**src/caldc_pkg.sv**
```systemverilog
// Types, constants and calendar functions shared by the date counter files.
package caldc_pkg;

   localparam int unsigned DAY_W   = 5;
   localparam int unsigned MONTH_W = 4;
   localparam int unsigned YEAR_W  = 14;
   localparam int unsigned COUNT_W = 16;

   localparam logic [DAY_W-1:0]   RESET_DAY   = DAY_W'(1);
   localparam logic [MONTH_W-1:0] RESET_MONTH = MONTH_W'(1);
   localparam logic [YEAR_W-1:0]  RESET_YEAR  = YEAR_W'(2000);
   localparam logic               RESET_LEAP  = 1'b1;

   localparam logic [MONTH_W-1:0] JANUARY  = MONTH_W'(1);
   localparam logic [MONTH_W-1:0] FEBRUARY = MONTH_W'(2);
   localparam logic [MONTH_W-1:0] DECEMBER = MONTH_W'(12);
   localparam logic [DAY_W-1:0]   LAST_DAY_OF_YEAR = DAY_W'(31);

   // floor(y / 25) = (y * RECIP_25) >> RECIP_SHIFT, exact for every 14-bit year
   localparam int unsigned          RECIP_SHIFT = 20;
   localparam int unsigned          RECIP_W     = 16;
   localparam logic [RECIP_W-1:0]   RECIP_25    = RECIP_W'(41944);
   localparam int unsigned          PROD_W      = YEAR_W + RECIP_W;

   typedef enum logic [1:0] {
      OP_NEXT = 2'd0,
      OP_PREV = 2'd1,
      OP_ADD  = 2'd2,
      OP_LOAD = 2'd3
   } op_type;

   typedef enum logic [1:0] {
      ST_IDLE,
      ST_STEP,
      ST_LEAP,
      ST_DONE
   } state_type;

   typedef struct packed {
      logic load;
      logic step;
      logic leap;
      logic emit;
   } cmd_type;

   typedef struct packed {
      op_type op;
      logic   invalid;
      logic   cnt_zero;
      logic   step_err;
      logic   year_wrap;
      logic   rsp_free;
   } stat_type;

   function automatic logic [DAY_W-1:0] month_len(input logic [MONTH_W-1:0] month,
                                                  input logic               leap);
      logic [DAY_W-1:0] len;
      case (month)
         4'd2:                                    len = leap ? DAY_W'(29) : DAY_W'(28);
         4'd4, 4'd6, 4'd9, 4'd11:                 len = DAY_W'(30);
         4'd1, 4'd3, 4'd5, 4'd7, 4'd8, 4'd10, 4'd12: len = DAY_W'(31);
         default:                                 len = DAY_W'(0);
      endcase
      return len;
   endfunction

   function automatic logic leap_of(input logic [YEAR_W-1:0] year);
      logic [PROD_W-1:0] prod;
      logic [YEAR_W-1:0] quot;
      logic [YEAR_W-1:0] rem;
      logic              div25;
      prod  = PROD_W'(year) * PROD_W'(RECIP_25);
      quot  = YEAR_W'(prod >> RECIP_SHIFT);
      rem   = year - YEAR_W'((quot << 4) + (quot << 3) + quot);
      div25 = (rem == '0);
      return (year[1:0] == 2'b00) && (!div25 || (year[3:0] == 4'b0000));
   endfunction

endpackage

```
**src/caldc_req_if.sv**
```systemverilog
// Request and response channel interfaces of the date counter.
interface caldc_req_if;
   logic                                valid;
   logic                                ready;
   caldc_pkg::op_type                   op;
   logic [caldc_pkg::COUNT_W-1:0]       day_count;
   logic [caldc_pkg::DAY_W-1:0]         load_day;
   logic [caldc_pkg::MONTH_W-1:0]       load_month;
   logic [caldc_pkg::YEAR_W-1:0]        load_year;

   modport source (output valid, op, day_count, load_day, load_month, load_year,
                   input ready);
   modport sink   (input valid, op, day_count, load_day, load_month, load_year,
                   output ready);
endinterface

interface caldc_rsp_if;
   logic                                valid;
   logic                                ready;
   logic [caldc_pkg::DAY_W-1:0]         out_day;
   logic [caldc_pkg::MONTH_W-1:0]       out_month;
   logic [caldc_pkg::YEAR_W-1:0]        out_year;
   logic                                date_invalid;
   logic                                range_error;

   modport source (output valid, out_day, out_month, out_year, date_invalid, range_error,
                   input ready);
   modport sink   (input valid, out_day, out_month, out_year, date_invalid, range_error,
                   output ready);
endinterface

```
**src/caldc_dpath.sv**
```systemverilog
// Datapath of the date counter: date state, step logic, leap update and response register.
module caldc_dpath #(
   parameter int unsigned MAX_YEAR = 9999
) (
   input  logic                              clock,
   input  logic                              reset,
   input  caldc_pkg::cmd_type                cmd,
   output caldc_pkg::stat_type               stat,
   input  caldc_pkg::op_type                 req_op,
   input  logic [caldc_pkg::COUNT_W-1:0]     req_day_count,
   input  logic [caldc_pkg::DAY_W-1:0]       req_load_day,
   input  logic [caldc_pkg::MONTH_W-1:0]     req_load_month,
   input  logic [caldc_pkg::YEAR_W-1:0]      req_load_year,
   input  logic                              rsp_ready,
   output logic                              rsp_valid,
   output logic [caldc_pkg::DAY_W-1:0]       rsp_out_day,
   output logic [caldc_pkg::MONTH_W-1:0]     rsp_out_month,
   output logic [caldc_pkg::YEAR_W-1:0]      rsp_out_year,
   output logic                              rsp_date_invalid,
   output logic                              rsp_range_error
);

   localparam logic [caldc_pkg::YEAR_W-1:0] MaxYear = caldc_pkg::YEAR_W'(MAX_YEAR);
   localparam logic [caldc_pkg::YEAR_W-1:0] MinYear = caldc_pkg::YEAR_W'(1);

   caldc_pkg::op_type                 op_ff, op_in;
   logic [caldc_pkg::COUNT_W-1:0]     cnt_ff, cnt_in;
   logic [caldc_pkg::DAY_W-1:0]       day_ff, day_in;
   logic [caldc_pkg::MONTH_W-1:0]     month_ff, month_in;
   logic [caldc_pkg::YEAR_W-1:0]      year_ff, year_in;
   logic                              leap_ff, leap_in;
   logic                              rerr_ff, rerr_in;
   logic                              rsp_valid_ff, rsp_valid_in;
   logic [caldc_pkg::DAY_W-1:0]       out_day_ff, out_day_in;
   logic [caldc_pkg::MONTH_W-1:0]     out_month_ff, out_month_in;
   logic [caldc_pkg::YEAR_W-1:0]      out_year_ff, out_year_in;
   logic                              out_inv_ff, out_inv_in;
   logic                              out_rerr_ff, out_rerr_in;

   logic [caldc_pkg::DAY_W-1:0]       mlen;
   logic [caldc_pkg::DAY_W-1:0]       prev_mlen;
   logic [caldc_pkg::MONTH_W-1:0]     prev_month;
   logic                              invalid;
   logic                              step_back;
   logic                              fwd_roll, fwd_wrap, fwd_err;
   logic                              back_roll, back_wrap, back_err;
   logic                              step_err;

   assign mlen       = caldc_pkg::month_len(month_ff, leap_ff);
   assign prev_month = month_ff - caldc_pkg::MONTH_W'(1);
   assign prev_mlen  = caldc_pkg::month_len(prev_month, leap_ff);
   assign invalid    = (month_ff < caldc_pkg::JANUARY) || (month_ff > caldc_pkg::DECEMBER) ||
                       (day_ff == '0) || (day_ff > mlen);

   assign step_back  = (op_ff == caldc_pkg::OP_PREV);
   assign fwd_roll   = (day_ff >= mlen);
   assign fwd_wrap   = fwd_roll && (month_ff >= caldc_pkg::DECEMBER);
   assign fwd_err    = fwd_wrap && (year_ff >= MaxYear);
   assign back_roll  = (day_ff <= caldc_pkg::DAY_W'(1));
   assign back_wrap  = back_roll && (month_ff <= caldc_pkg::JANUARY);
   assign back_err   = back_wrap && (year_ff <= MinYear);
   assign step_err   = step_back ? back_err : fwd_err;

   always_comb begin
      stat.op        = op_ff;
      stat.invalid   = invalid;
      stat.cnt_zero  = (cnt_ff == '0);
      stat.step_err  = step_err;
      stat.year_wrap = step_back ? back_wrap : fwd_wrap;
      stat.rsp_free  = !rsp_valid_ff || rsp_ready;
   end

   always_comb begin
      op_in    = op_ff;
      cnt_in   = cnt_ff;
      day_in   = day_ff;
      month_in = month_ff;
      year_in  = year_ff;
      leap_in  = leap_ff;
      rerr_in  = rerr_ff;
      if (cmd.load) begin
         op_in   = req_op;
         cnt_in  = req_day_count;
         rerr_in = 1'b0;
         if (req_op == caldc_pkg::OP_LOAD) begin
            day_in   = req_load_day;
            month_in = req_load_month;
            if (req_load_year < MinYear) begin
               year_in = MinYear;
               rerr_in = 1'b1;
            end else if (req_load_year > MaxYear) begin
               year_in = MaxYear;
               rerr_in = 1'b1;
            end else begin
               year_in = req_load_year;
            end
         end
      end else if (cmd.step) begin
         if (op_ff == caldc_pkg::OP_ADD) begin
            cnt_in = cnt_ff - caldc_pkg::COUNT_W'(1);
         end
         if (step_err) begin
            rerr_in = 1'b1;
         end else if (step_back) begin
            if (back_wrap) begin
               year_in  = year_ff - caldc_pkg::YEAR_W'(1);
               month_in = caldc_pkg::DECEMBER;
               day_in   = caldc_pkg::LAST_DAY_OF_YEAR;
            end else if (back_roll) begin
               month_in = prev_month;
               day_in   = prev_mlen;
            end else begin
               day_in = day_ff - caldc_pkg::DAY_W'(1);
            end
         end else begin
            if (fwd_wrap) begin
               year_in  = year_ff + caldc_pkg::YEAR_W'(1);
               month_in = caldc_pkg::JANUARY;
               day_in   = caldc_pkg::DAY_W'(1);
            end else if (fwd_roll) begin
               month_in = month_ff + caldc_pkg::MONTH_W'(1);
               day_in   = caldc_pkg::DAY_W'(1);
            end else begin
               day_in = day_ff + caldc_pkg::DAY_W'(1);
            end
         end
      end else if (cmd.leap) begin
         leap_in = caldc_pkg::leap_of(year_ff);
      end
   end

   always_comb begin
      out_day_in   = out_day_ff;
      out_month_in = out_month_ff;
      out_year_in  = out_year_ff;
      out_inv_in   = out_inv_ff;
      out_rerr_in  = out_rerr_ff;
      rsp_valid_in = rsp_valid_ff && !rsp_ready;
      if (cmd.emit) begin
         out_day_in   = day_ff;
         out_month_in = month_ff;
         out_year_in  = year_ff;
         out_inv_in   = invalid;
         out_rerr_in  = rerr_ff;
         rsp_valid_in = 1'b1;
      end
   end

   always_ff @(posedge clock) begin
      op_ff        <= op_in;
      cnt_ff       <= cnt_in;
      rerr_ff      <= rerr_in;
      out_day_ff   <= out_day_in;
      out_month_ff <= out_month_in;
      out_year_ff  <= out_year_in;
      out_inv_ff   <= out_inv_in;
      out_rerr_ff  <= out_rerr_in;
      if (reset) begin
         day_ff       <= caldc_pkg::RESET_DAY;
         month_ff     <= caldc_pkg::RESET_MONTH;
         year_ff      <= caldc_pkg::RESET_YEAR;
         leap_ff      <= caldc_pkg::RESET_LEAP;
         rsp_valid_ff <= 1'b0;
      end else begin
         day_ff       <= day_in;
         month_ff     <= month_in;
         year_ff      <= year_in;
         leap_ff      <= leap_in;
         rsp_valid_ff <= rsp_valid_in;
      end
   end

   assign rsp_valid        = rsp_valid_ff;
   assign rsp_out_day      = out_day_ff;
   assign rsp_out_month    = out_month_ff;
   assign rsp_out_year     = out_year_ff;
   assign rsp_date_invalid = out_inv_ff;
   assign rsp_range_error  = out_rerr_ff;

endmodule

```
**src/caldc_ctrl.sv**
```systemverilog
// Controller state machine of the date counter.
module caldc_ctrl (
   input  logic                 clock,
   input  logic                 reset,
   input  logic                 req_valid,
   output logic                 req_ready,
   input  caldc_pkg::stat_type  stat,
   output caldc_pkg::cmd_type   cmd
);

   caldc_pkg::state_type state_ff, state_in;

   always_comb begin
      state_in = state_ff;
      case (state_ff)
         caldc_pkg::ST_IDLE: begin
            if (req_valid) begin
               state_in = caldc_pkg::ST_STEP;
            end
         end
         caldc_pkg::ST_STEP: begin
            if (stat.op == caldc_pkg::OP_LOAD) begin
               state_in = caldc_pkg::ST_LEAP;
            end else if (stat.invalid || stat.step_err) begin
               state_in = caldc_pkg::ST_DONE;
            end else if (stat.op == caldc_pkg::OP_ADD && stat.cnt_zero) begin
               state_in = caldc_pkg::ST_DONE;
            end else if (stat.year_wrap) begin
               state_in = caldc_pkg::ST_LEAP;
            end else if (stat.op != caldc_pkg::OP_ADD) begin
               state_in = caldc_pkg::ST_DONE;
            end
         end
         caldc_pkg::ST_LEAP: begin
            state_in = (stat.op == caldc_pkg::OP_ADD) ? caldc_pkg::ST_STEP
                                                      : caldc_pkg::ST_DONE;
         end
         caldc_pkg::ST_DONE: begin
            if (stat.rsp_free) begin
               state_in = caldc_pkg::ST_IDLE;
            end
         end
         default: state_in = caldc_pkg::ST_IDLE;
      endcase
   end

   always_comb begin
      cmd       = '0;
      req_ready = 1'b0;
      case (state_ff)
         caldc_pkg::ST_IDLE: begin
            req_ready = 1'b1;
            cmd.load  = req_valid;
         end
         caldc_pkg::ST_STEP: begin
            cmd.step = (stat.op != caldc_pkg::OP_LOAD) && !stat.invalid &&
                       !(stat.op == caldc_pkg::OP_ADD && stat.cnt_zero);
         end
         caldc_pkg::ST_LEAP: begin
            cmd.leap = 1'b1;
         end
         caldc_pkg::ST_DONE: begin
            cmd.emit = stat.rsp_free;
         end
         default: cmd = '0;
      endcase
   end

   always_ff @(posedge clock) begin
      if (reset) begin
         state_ff <= caldc_pkg::ST_IDLE;
      end else begin
         state_ff <= state_in;
      end
   end

endmodule

```
**src/calendar_date_counter_unit.sv**
```systemverilog
// Sequence: a load passes through the step state without stepping and then the leap state;
// next and previous day take one step, plus the leap state when a year boundary is crossed;
// an add of N days takes N steps, plus the leap state after each year boundary crossed.
// Throughput: one request at a time; the stepping loop moves one day per cycle, pausing for the
// leap state, which recomputes the leap flag from the year after each year change.
// Reset: date returns to 1 January 2000 with the leap flag set; no response pending.
module calendar_date_counter_unit #(
   parameter int unsigned MAX_YEAR = 9999
) (
   input  logic       clock,
   input  logic       reset,
   caldc_req_if.sink  req_bus,
   caldc_rsp_if.source rsp_bus
);

   caldc_pkg::cmd_type  cmd;
   caldc_pkg::stat_type stat;

   caldc_ctrl u_ctrl (
      .clock     (clock),
      .reset     (reset),
      .req_valid (req_bus.valid),
      .req_ready (req_bus.ready),
      .stat      (stat),
      .cmd       (cmd)
   );

   caldc_dpath #(
      .MAX_YEAR (MAX_YEAR)
   ) u_dpath (
      .clock            (clock),
      .reset            (reset),
      .cmd              (cmd),
      .stat             (stat),
      .req_op           (req_bus.op),
      .req_day_count    (req_bus.day_count),
      .req_load_day     (req_bus.load_day),
      .req_load_month   (req_bus.load_month),
      .req_load_year    (req_bus.load_year),
      .rsp_ready        (rsp_bus.ready),
      .rsp_valid        (rsp_bus.valid),
      .rsp_out_day      (rsp_bus.out_day),
      .rsp_out_month    (rsp_bus.out_month),
      .rsp_out_year     (rsp_bus.out_year),
      .rsp_date_invalid (rsp_bus.date_invalid),
      .rsp_range_error  (rsp_bus.range_error)
   );

   a_busy_after_request: assert property (@(posedge clock) disable iff (reset)
      (req_bus.valid && req_bus.ready) |=> !req_bus.ready)
      else $error("request taken while a previous one is in progress");

   a_year_in_range: assert property (@(posedge clock) disable iff (reset)
      rsp_bus.valid |-> (rsp_bus.out_year >= caldc_pkg::YEAR_W'(1) &&
                         rsp_bus.out_year <= caldc_pkg::YEAR_W'(MAX_YEAR)))
      else $error("response year outside the supported range");

   a_single_command: assert property (@(posedge clock) disable iff (reset)
      $onehot0({cmd.load, cmd.step, cmd.leap, cmd.emit}))
      else $error("controller issued more than one datapath command");

   a_emit_only_when_free: assert property (@(posedge clock) disable iff (reset)
      cmd.emit |-> stat.rsp_free)
      else $error("response register overwritten before it was taken");

endmodule
```
**src/flat_wrapper.sv**
```systemverilog
// flat-port wrapper written by rule: the top's interface ports become plain ports
module calendar_date_counter_unit_flat 
#(
   parameter int unsigned MAX_YEAR = 9999
)
  (clock, reset, req_bus_valid, req_bus_op, req_bus_day_count, req_bus_load_day, req_bus_load_month, req_bus_load_year, req_bus_ready, rsp_bus_valid, rsp_bus_out_day, rsp_bus_out_month, rsp_bus_out_year, rsp_bus_date_invalid, rsp_bus_range_error, rsp_bus_ready);
  caldc_req_if req_bus_i ();
  caldc_rsp_if rsp_bus_i ();
  input  logic clock;
  input  logic reset;
  input wire logic [$bits(req_bus_i.valid)-1:0] req_bus_valid;
  input wire logic [$bits(req_bus_i.op)-1:0] req_bus_op;
  input wire logic [$bits(req_bus_i.day_count)-1:0] req_bus_day_count;
  input wire logic [$bits(req_bus_i.load_day)-1:0] req_bus_load_day;
  input wire logic [$bits(req_bus_i.load_month)-1:0] req_bus_load_month;
  input wire logic [$bits(req_bus_i.load_year)-1:0] req_bus_load_year;
  output wire logic [$bits(req_bus_i.ready)-1:0] req_bus_ready;
  output wire logic [$bits(rsp_bus_i.valid)-1:0] rsp_bus_valid;
  output wire logic [$bits(rsp_bus_i.out_day)-1:0] rsp_bus_out_day;
  output wire logic [$bits(rsp_bus_i.out_month)-1:0] rsp_bus_out_month;
  output wire logic [$bits(rsp_bus_i.out_year)-1:0] rsp_bus_out_year;
  output wire logic [$bits(rsp_bus_i.date_invalid)-1:0] rsp_bus_date_invalid;
  output wire logic [$bits(rsp_bus_i.range_error)-1:0] rsp_bus_range_error;
  input wire logic [$bits(rsp_bus_i.ready)-1:0] rsp_bus_ready;
  assign req_bus_i.valid = req_bus_valid;
  assign req_bus_i.op = req_bus_op;
  assign req_bus_i.day_count = req_bus_day_count;
  assign req_bus_i.load_day = req_bus_load_day;
  assign req_bus_i.load_month = req_bus_load_month;
  assign req_bus_i.load_year = req_bus_load_year;
  assign req_bus_ready = req_bus_i.ready;
  assign rsp_bus_valid = rsp_bus_i.valid;
  assign rsp_bus_out_day = rsp_bus_i.out_day;
  assign rsp_bus_out_month = rsp_bus_i.out_month;
  assign rsp_bus_out_year = rsp_bus_i.out_year;
  assign rsp_bus_date_invalid = rsp_bus_i.date_invalid;
  assign rsp_bus_range_error = rsp_bus_i.range_error;
  assign rsp_bus_i.ready = rsp_bus_ready;
  calendar_date_counter_unit #(.MAX_YEAR(MAX_YEAR)) u_core (.clock(clock), .reset(reset), .req_bus(req_bus_i), .rsp_bus(rsp_bus_i));
endmodule
```
**config.mk**
```make
export PLATFORM = sky130hd
export DESIGN_NAME = calendar_date_counter_unit_flat
export DESIGN_NICKNAME = d
export VERILOG_FILES = /design/src/caldc_pkg.sv /design/src/caldc_req_if.sv /design/src/caldc_dpath.sv /design/src/caldc_ctrl.sv /design/src/calendar_date_counter_unit.sv /design/src/flat_wrapper.sv
export SDC_FILE = /design/constraint.sdc
export NUM_CORES = 1
export LEC_CHECK = 0
export BUFFER_PORTS_ARGS = -buffer_cell sky130_fd_sc_hd__buf_2
export CORE_ASPECT_RATIO = 0.6
export CORE_MARGIN = 3
export CORE_UTILIZATION = 55
export DETAILED_ROUTE_END_ITERATION = 7
export PLACE_DENSITY_LB_ADDON = 0.25
export REMOVE_ABC_BUFFERS = 1
export SYNTH_ARGS = -nofsm -noshare
export SYNTH_HDL_FRONTEND = slang
export SYNTH_SLANG_ARGS = --single-unit
```
**constraint.sdc**
```tcl
create_clock -name clock -period 8.8 [get_ports clock]
set_clock_uncertainty 0.1 [all_clocks]
set_input_delay 1.32 -clock clock [delete_from_list [all_inputs] [get_ports clock]]
set_output_delay 1.32 -clock clock [all_outputs]
set_load 0.05 [all_outputs]
```
==> run metrics <==
FF-to-FF setup slack 0.48 ns; die height 107.2 um; Area Growth Syn to Fin 10.00%; GR Overflow Total 0; Crit Path Category flop to flop; Clock Tree Buf Depth 2; pin count of the biggest net entering global routing 31; Worst-Skew Late Latency 0.34 ns; diodes inserted 0; DR pass1 iterations 6; startpoint types flop; fin. max-slew vios 0; mapped cell area 0.009380 mm2; Max Clk Rate 0.1202 GHz; Hold Crit Class flop to flop; Layout Cells excl Fill 1,319; vias per inst 5.737; initial antenna violation count 0; post-CTS setup buffers 0; post-route clock period utilization 0.9451; root buffer cell clkbuf_16; first-iteration detailed-routing DRC count 852; Post-route DRC 0; Final GP Congestion 0.9922; top fanout value on the critical path 8; Cells after Synth 1,012; CP endpoint kind flop; R2R depth 28; sequential fraction of the synthesis area 0.1985; Fin Setup TNS 0 ns; Worst-Margin Slew 0.7727 ns; Avg WL per Cell 18.41 um; layout cells sized above 1 0.1402; Final ANT Viol Nets 0; vias post-DR 7,567; clock period minus worst slack 8.317 ns; post-synthesis area per instance 9.269 um2; Die Area 0.01871 mm2; min-delay src u_core.u_dpath.rerr_ff; cell mode on critical path ha_1; cts repair resizes 0; async set-reset flop share out of synthesis 0; std cell rows 36; max_cap viols 0; Primary FF master, synth edfxtp_1; Crit-path slowest cell fa_1; CTS buffer count 9; CP max stage delay 0.53 ns; core area 0.01649 mm2; TritonCTS clock tree built; Layout Nets 1,366; Cells after DPL 1,303; HPWL after DPL 19,630 um; post-synth cell types 90; Ys Warns 0; PortBufs 71; status complete, no violations; initial core utilization 0.5690; crit path from u_core.u_dpath.year_ff[6]; number of global-route vias before repair 6,936; # IOs 72; Critical Path RT 8.90 ns; RR Startpoint u_core.u_dpath.year_ff[6]; first-pass GRT wire length 38,320 um; Reg clk slew, reported paths 0.06 ns; Worst EP arrival 8.41 ns; hold-critical path depth 0; # clock sinks 71; gr usage total 0.2619; final setup vio count 0; register bit total from synthesis 71; RSZ-0062 raised after global routing no; Fin. Hold Viols 0; DRT Wirelength 24,290 um; max_slew headroom 0.4801; die width 174.6 um; Filler Cells Inserted 1,394; CTS Hold Bufs 0; htree depth 3; number of synthesized flops with an enable pin 44
==> state kept, by name, indices dropped and copies added, names as in the netlist <==
signal,count
u_core.u_dpath.cnt_ff,16
u_core.u_dpath.rsp_out_year,14
u_core.u_dpath.year_ff,14
u_core.u_dpath.day_ff,5
u_core.u_dpath.rsp_out_day,5
u_core.u_dpath.month_ff,4
u_core.u_dpath.rsp_out_month,4
u_core.u_ctrl.state_ff,2
u_core.u_dpath.op_ff,2
u_core.u_dpath.leap_ff,1
u_core.u_dpath.rerr_ff,1
u_core.u_dpath.rsp_date_invalid,1
u_core.u_dpath.rsp_range_error,1
u_core.u_dpath.rsp_valid,1
==> worst paths after layout <==
path,to
worst max-delay path,u_core.u_dpath.leap_ff
worst min-delay path,u_core.u_dpath.rsp_range_error
worst max register to register,u_core.u_dpath.leap_ff
worst min register to register,u_core.u_dpath.rsp_range_error
==> critical path, delay by kind of cell, from the launching register on <==
kind / cells / cell delay, ns
adder cells (fa/ha/maj): 9 / 3.74
AO/OA/AOI/OAI: 13 / 2.96
flip-flops: 1 / 0.43
AND/OR/NAND/NOR: 1 / 0.24
XOR/XNOR: 2 / 0.37
buffers and inverters: 3 / 0.33
==> cell usage in the layout, fill, tap and decap left out, types with 4 or more instances in the layout <==
master     count
a211oi_1      14
a21o_1         8
a21oi_1       47
a221o_1        5
a31oi_1       14
and2_1         9
and3_1         8
buf_2         71
buf_4         21
clkbuf_16      9
dfxtp_1       23
dfxtp_2        4
edfxtp_1      44
fa_1          73
ha_1         162
inv_1        140
mux2i_1        5
nand2_1       74
nand2b_1      14
nand3_1       22
nand4_1       10
nor2_1        75
nor2b_1        9
nor3_1        14
nor4_1         9
o21ai_0       45
o21ai_1        6
o21bai_1       8
o22ai_1        7
or2_2          6
xnor2_1       27
xor2_1        16
==> cell usage after synthesis (9+ instances only) <==
cell	number	area share
nand4_1	10	0.0067
o21ai_0	45	0.024
dfxtp_1	27	0.058
nand2_1	74	0.030
ha_1	162	0.22
xor2_1	16	0.015
nor2b_1	9	0.0060
clkbuf_1	17	0.0068
xnor2_1	27	0.025
edfxtp_1	44	0.14
and2_1	9	0.0060
nor2_1	76	0.030
a21oi_1	47	0.025
a211oi_1	14	0.011
inv_1	140	0.056
a31oi_1	14	0.0093
nor3_1	14	0.0075
nand2b_1	14	0.0093
nor4_1	9	0.0060
nand3_1	22	0.012
fa_1	73	0.16
==> metrics by stage <==
step                  util  instance area (um2)  worst slack [ns]  hold slack (ns)
finish              0.6259                10320            0.4833           0.3405
global route        0.6259                10320           0.01554           0.3430
CTS                 0.6256                10310            0.5004           0.3386
detailed placement  0.6099                10050            0.5232           0.3261
global placement    0.6099                10050            0.7102           0.3258
floorplan                -                 9254            0.9825           0.3003
==> routing by layer <==
metal	vias up	routed length (um)	global-route usage
li1	3665	-	-
met1	3590	12410	0.4315
met2	300	9151	0.3346
met3	12	2576	0.07856
met4	0	155	0.03242
met5	-	0	0
==> area by class of cell <==
cell class | instances | area [um2] | area share
clock buffers | 11 | 232.7 | 0.02255
repair buffers | 92 | 513.0 | 0.04972
clock inverters | 5 | 26.28 | 0.002546
well taps | 228 | 285.3 | 0.02765
flip-flops and latches | 71 | 1867 | 0.1809
inverters | 141 | 529.3 | 0.05129
multi-input cells | 771 | 6865 | 0.6653
==> kinds of logic (layout without fill, tap and decap cells) <==
family / count (synthesis) / count (layout) / synth area share
AOI/OAI and AO/OA: 217 / 217 / 0.1674
xor gates and xnor gates: 47 / 47 / 0.04829
adders and majority gates: 235 / 235 / 0.3719
buffers and inverters: 170 / 249 / 0.06989
DFF: 71 / 71 / 0.1985
muxes: 5 / 5 / 0.005336
and+or+nand+nor: 267 / 267 / 0.1387
Power is left out: the tool's default activity adds up to more than one toggle a clock period on the data nets, which glitch-free logic cannot reach.
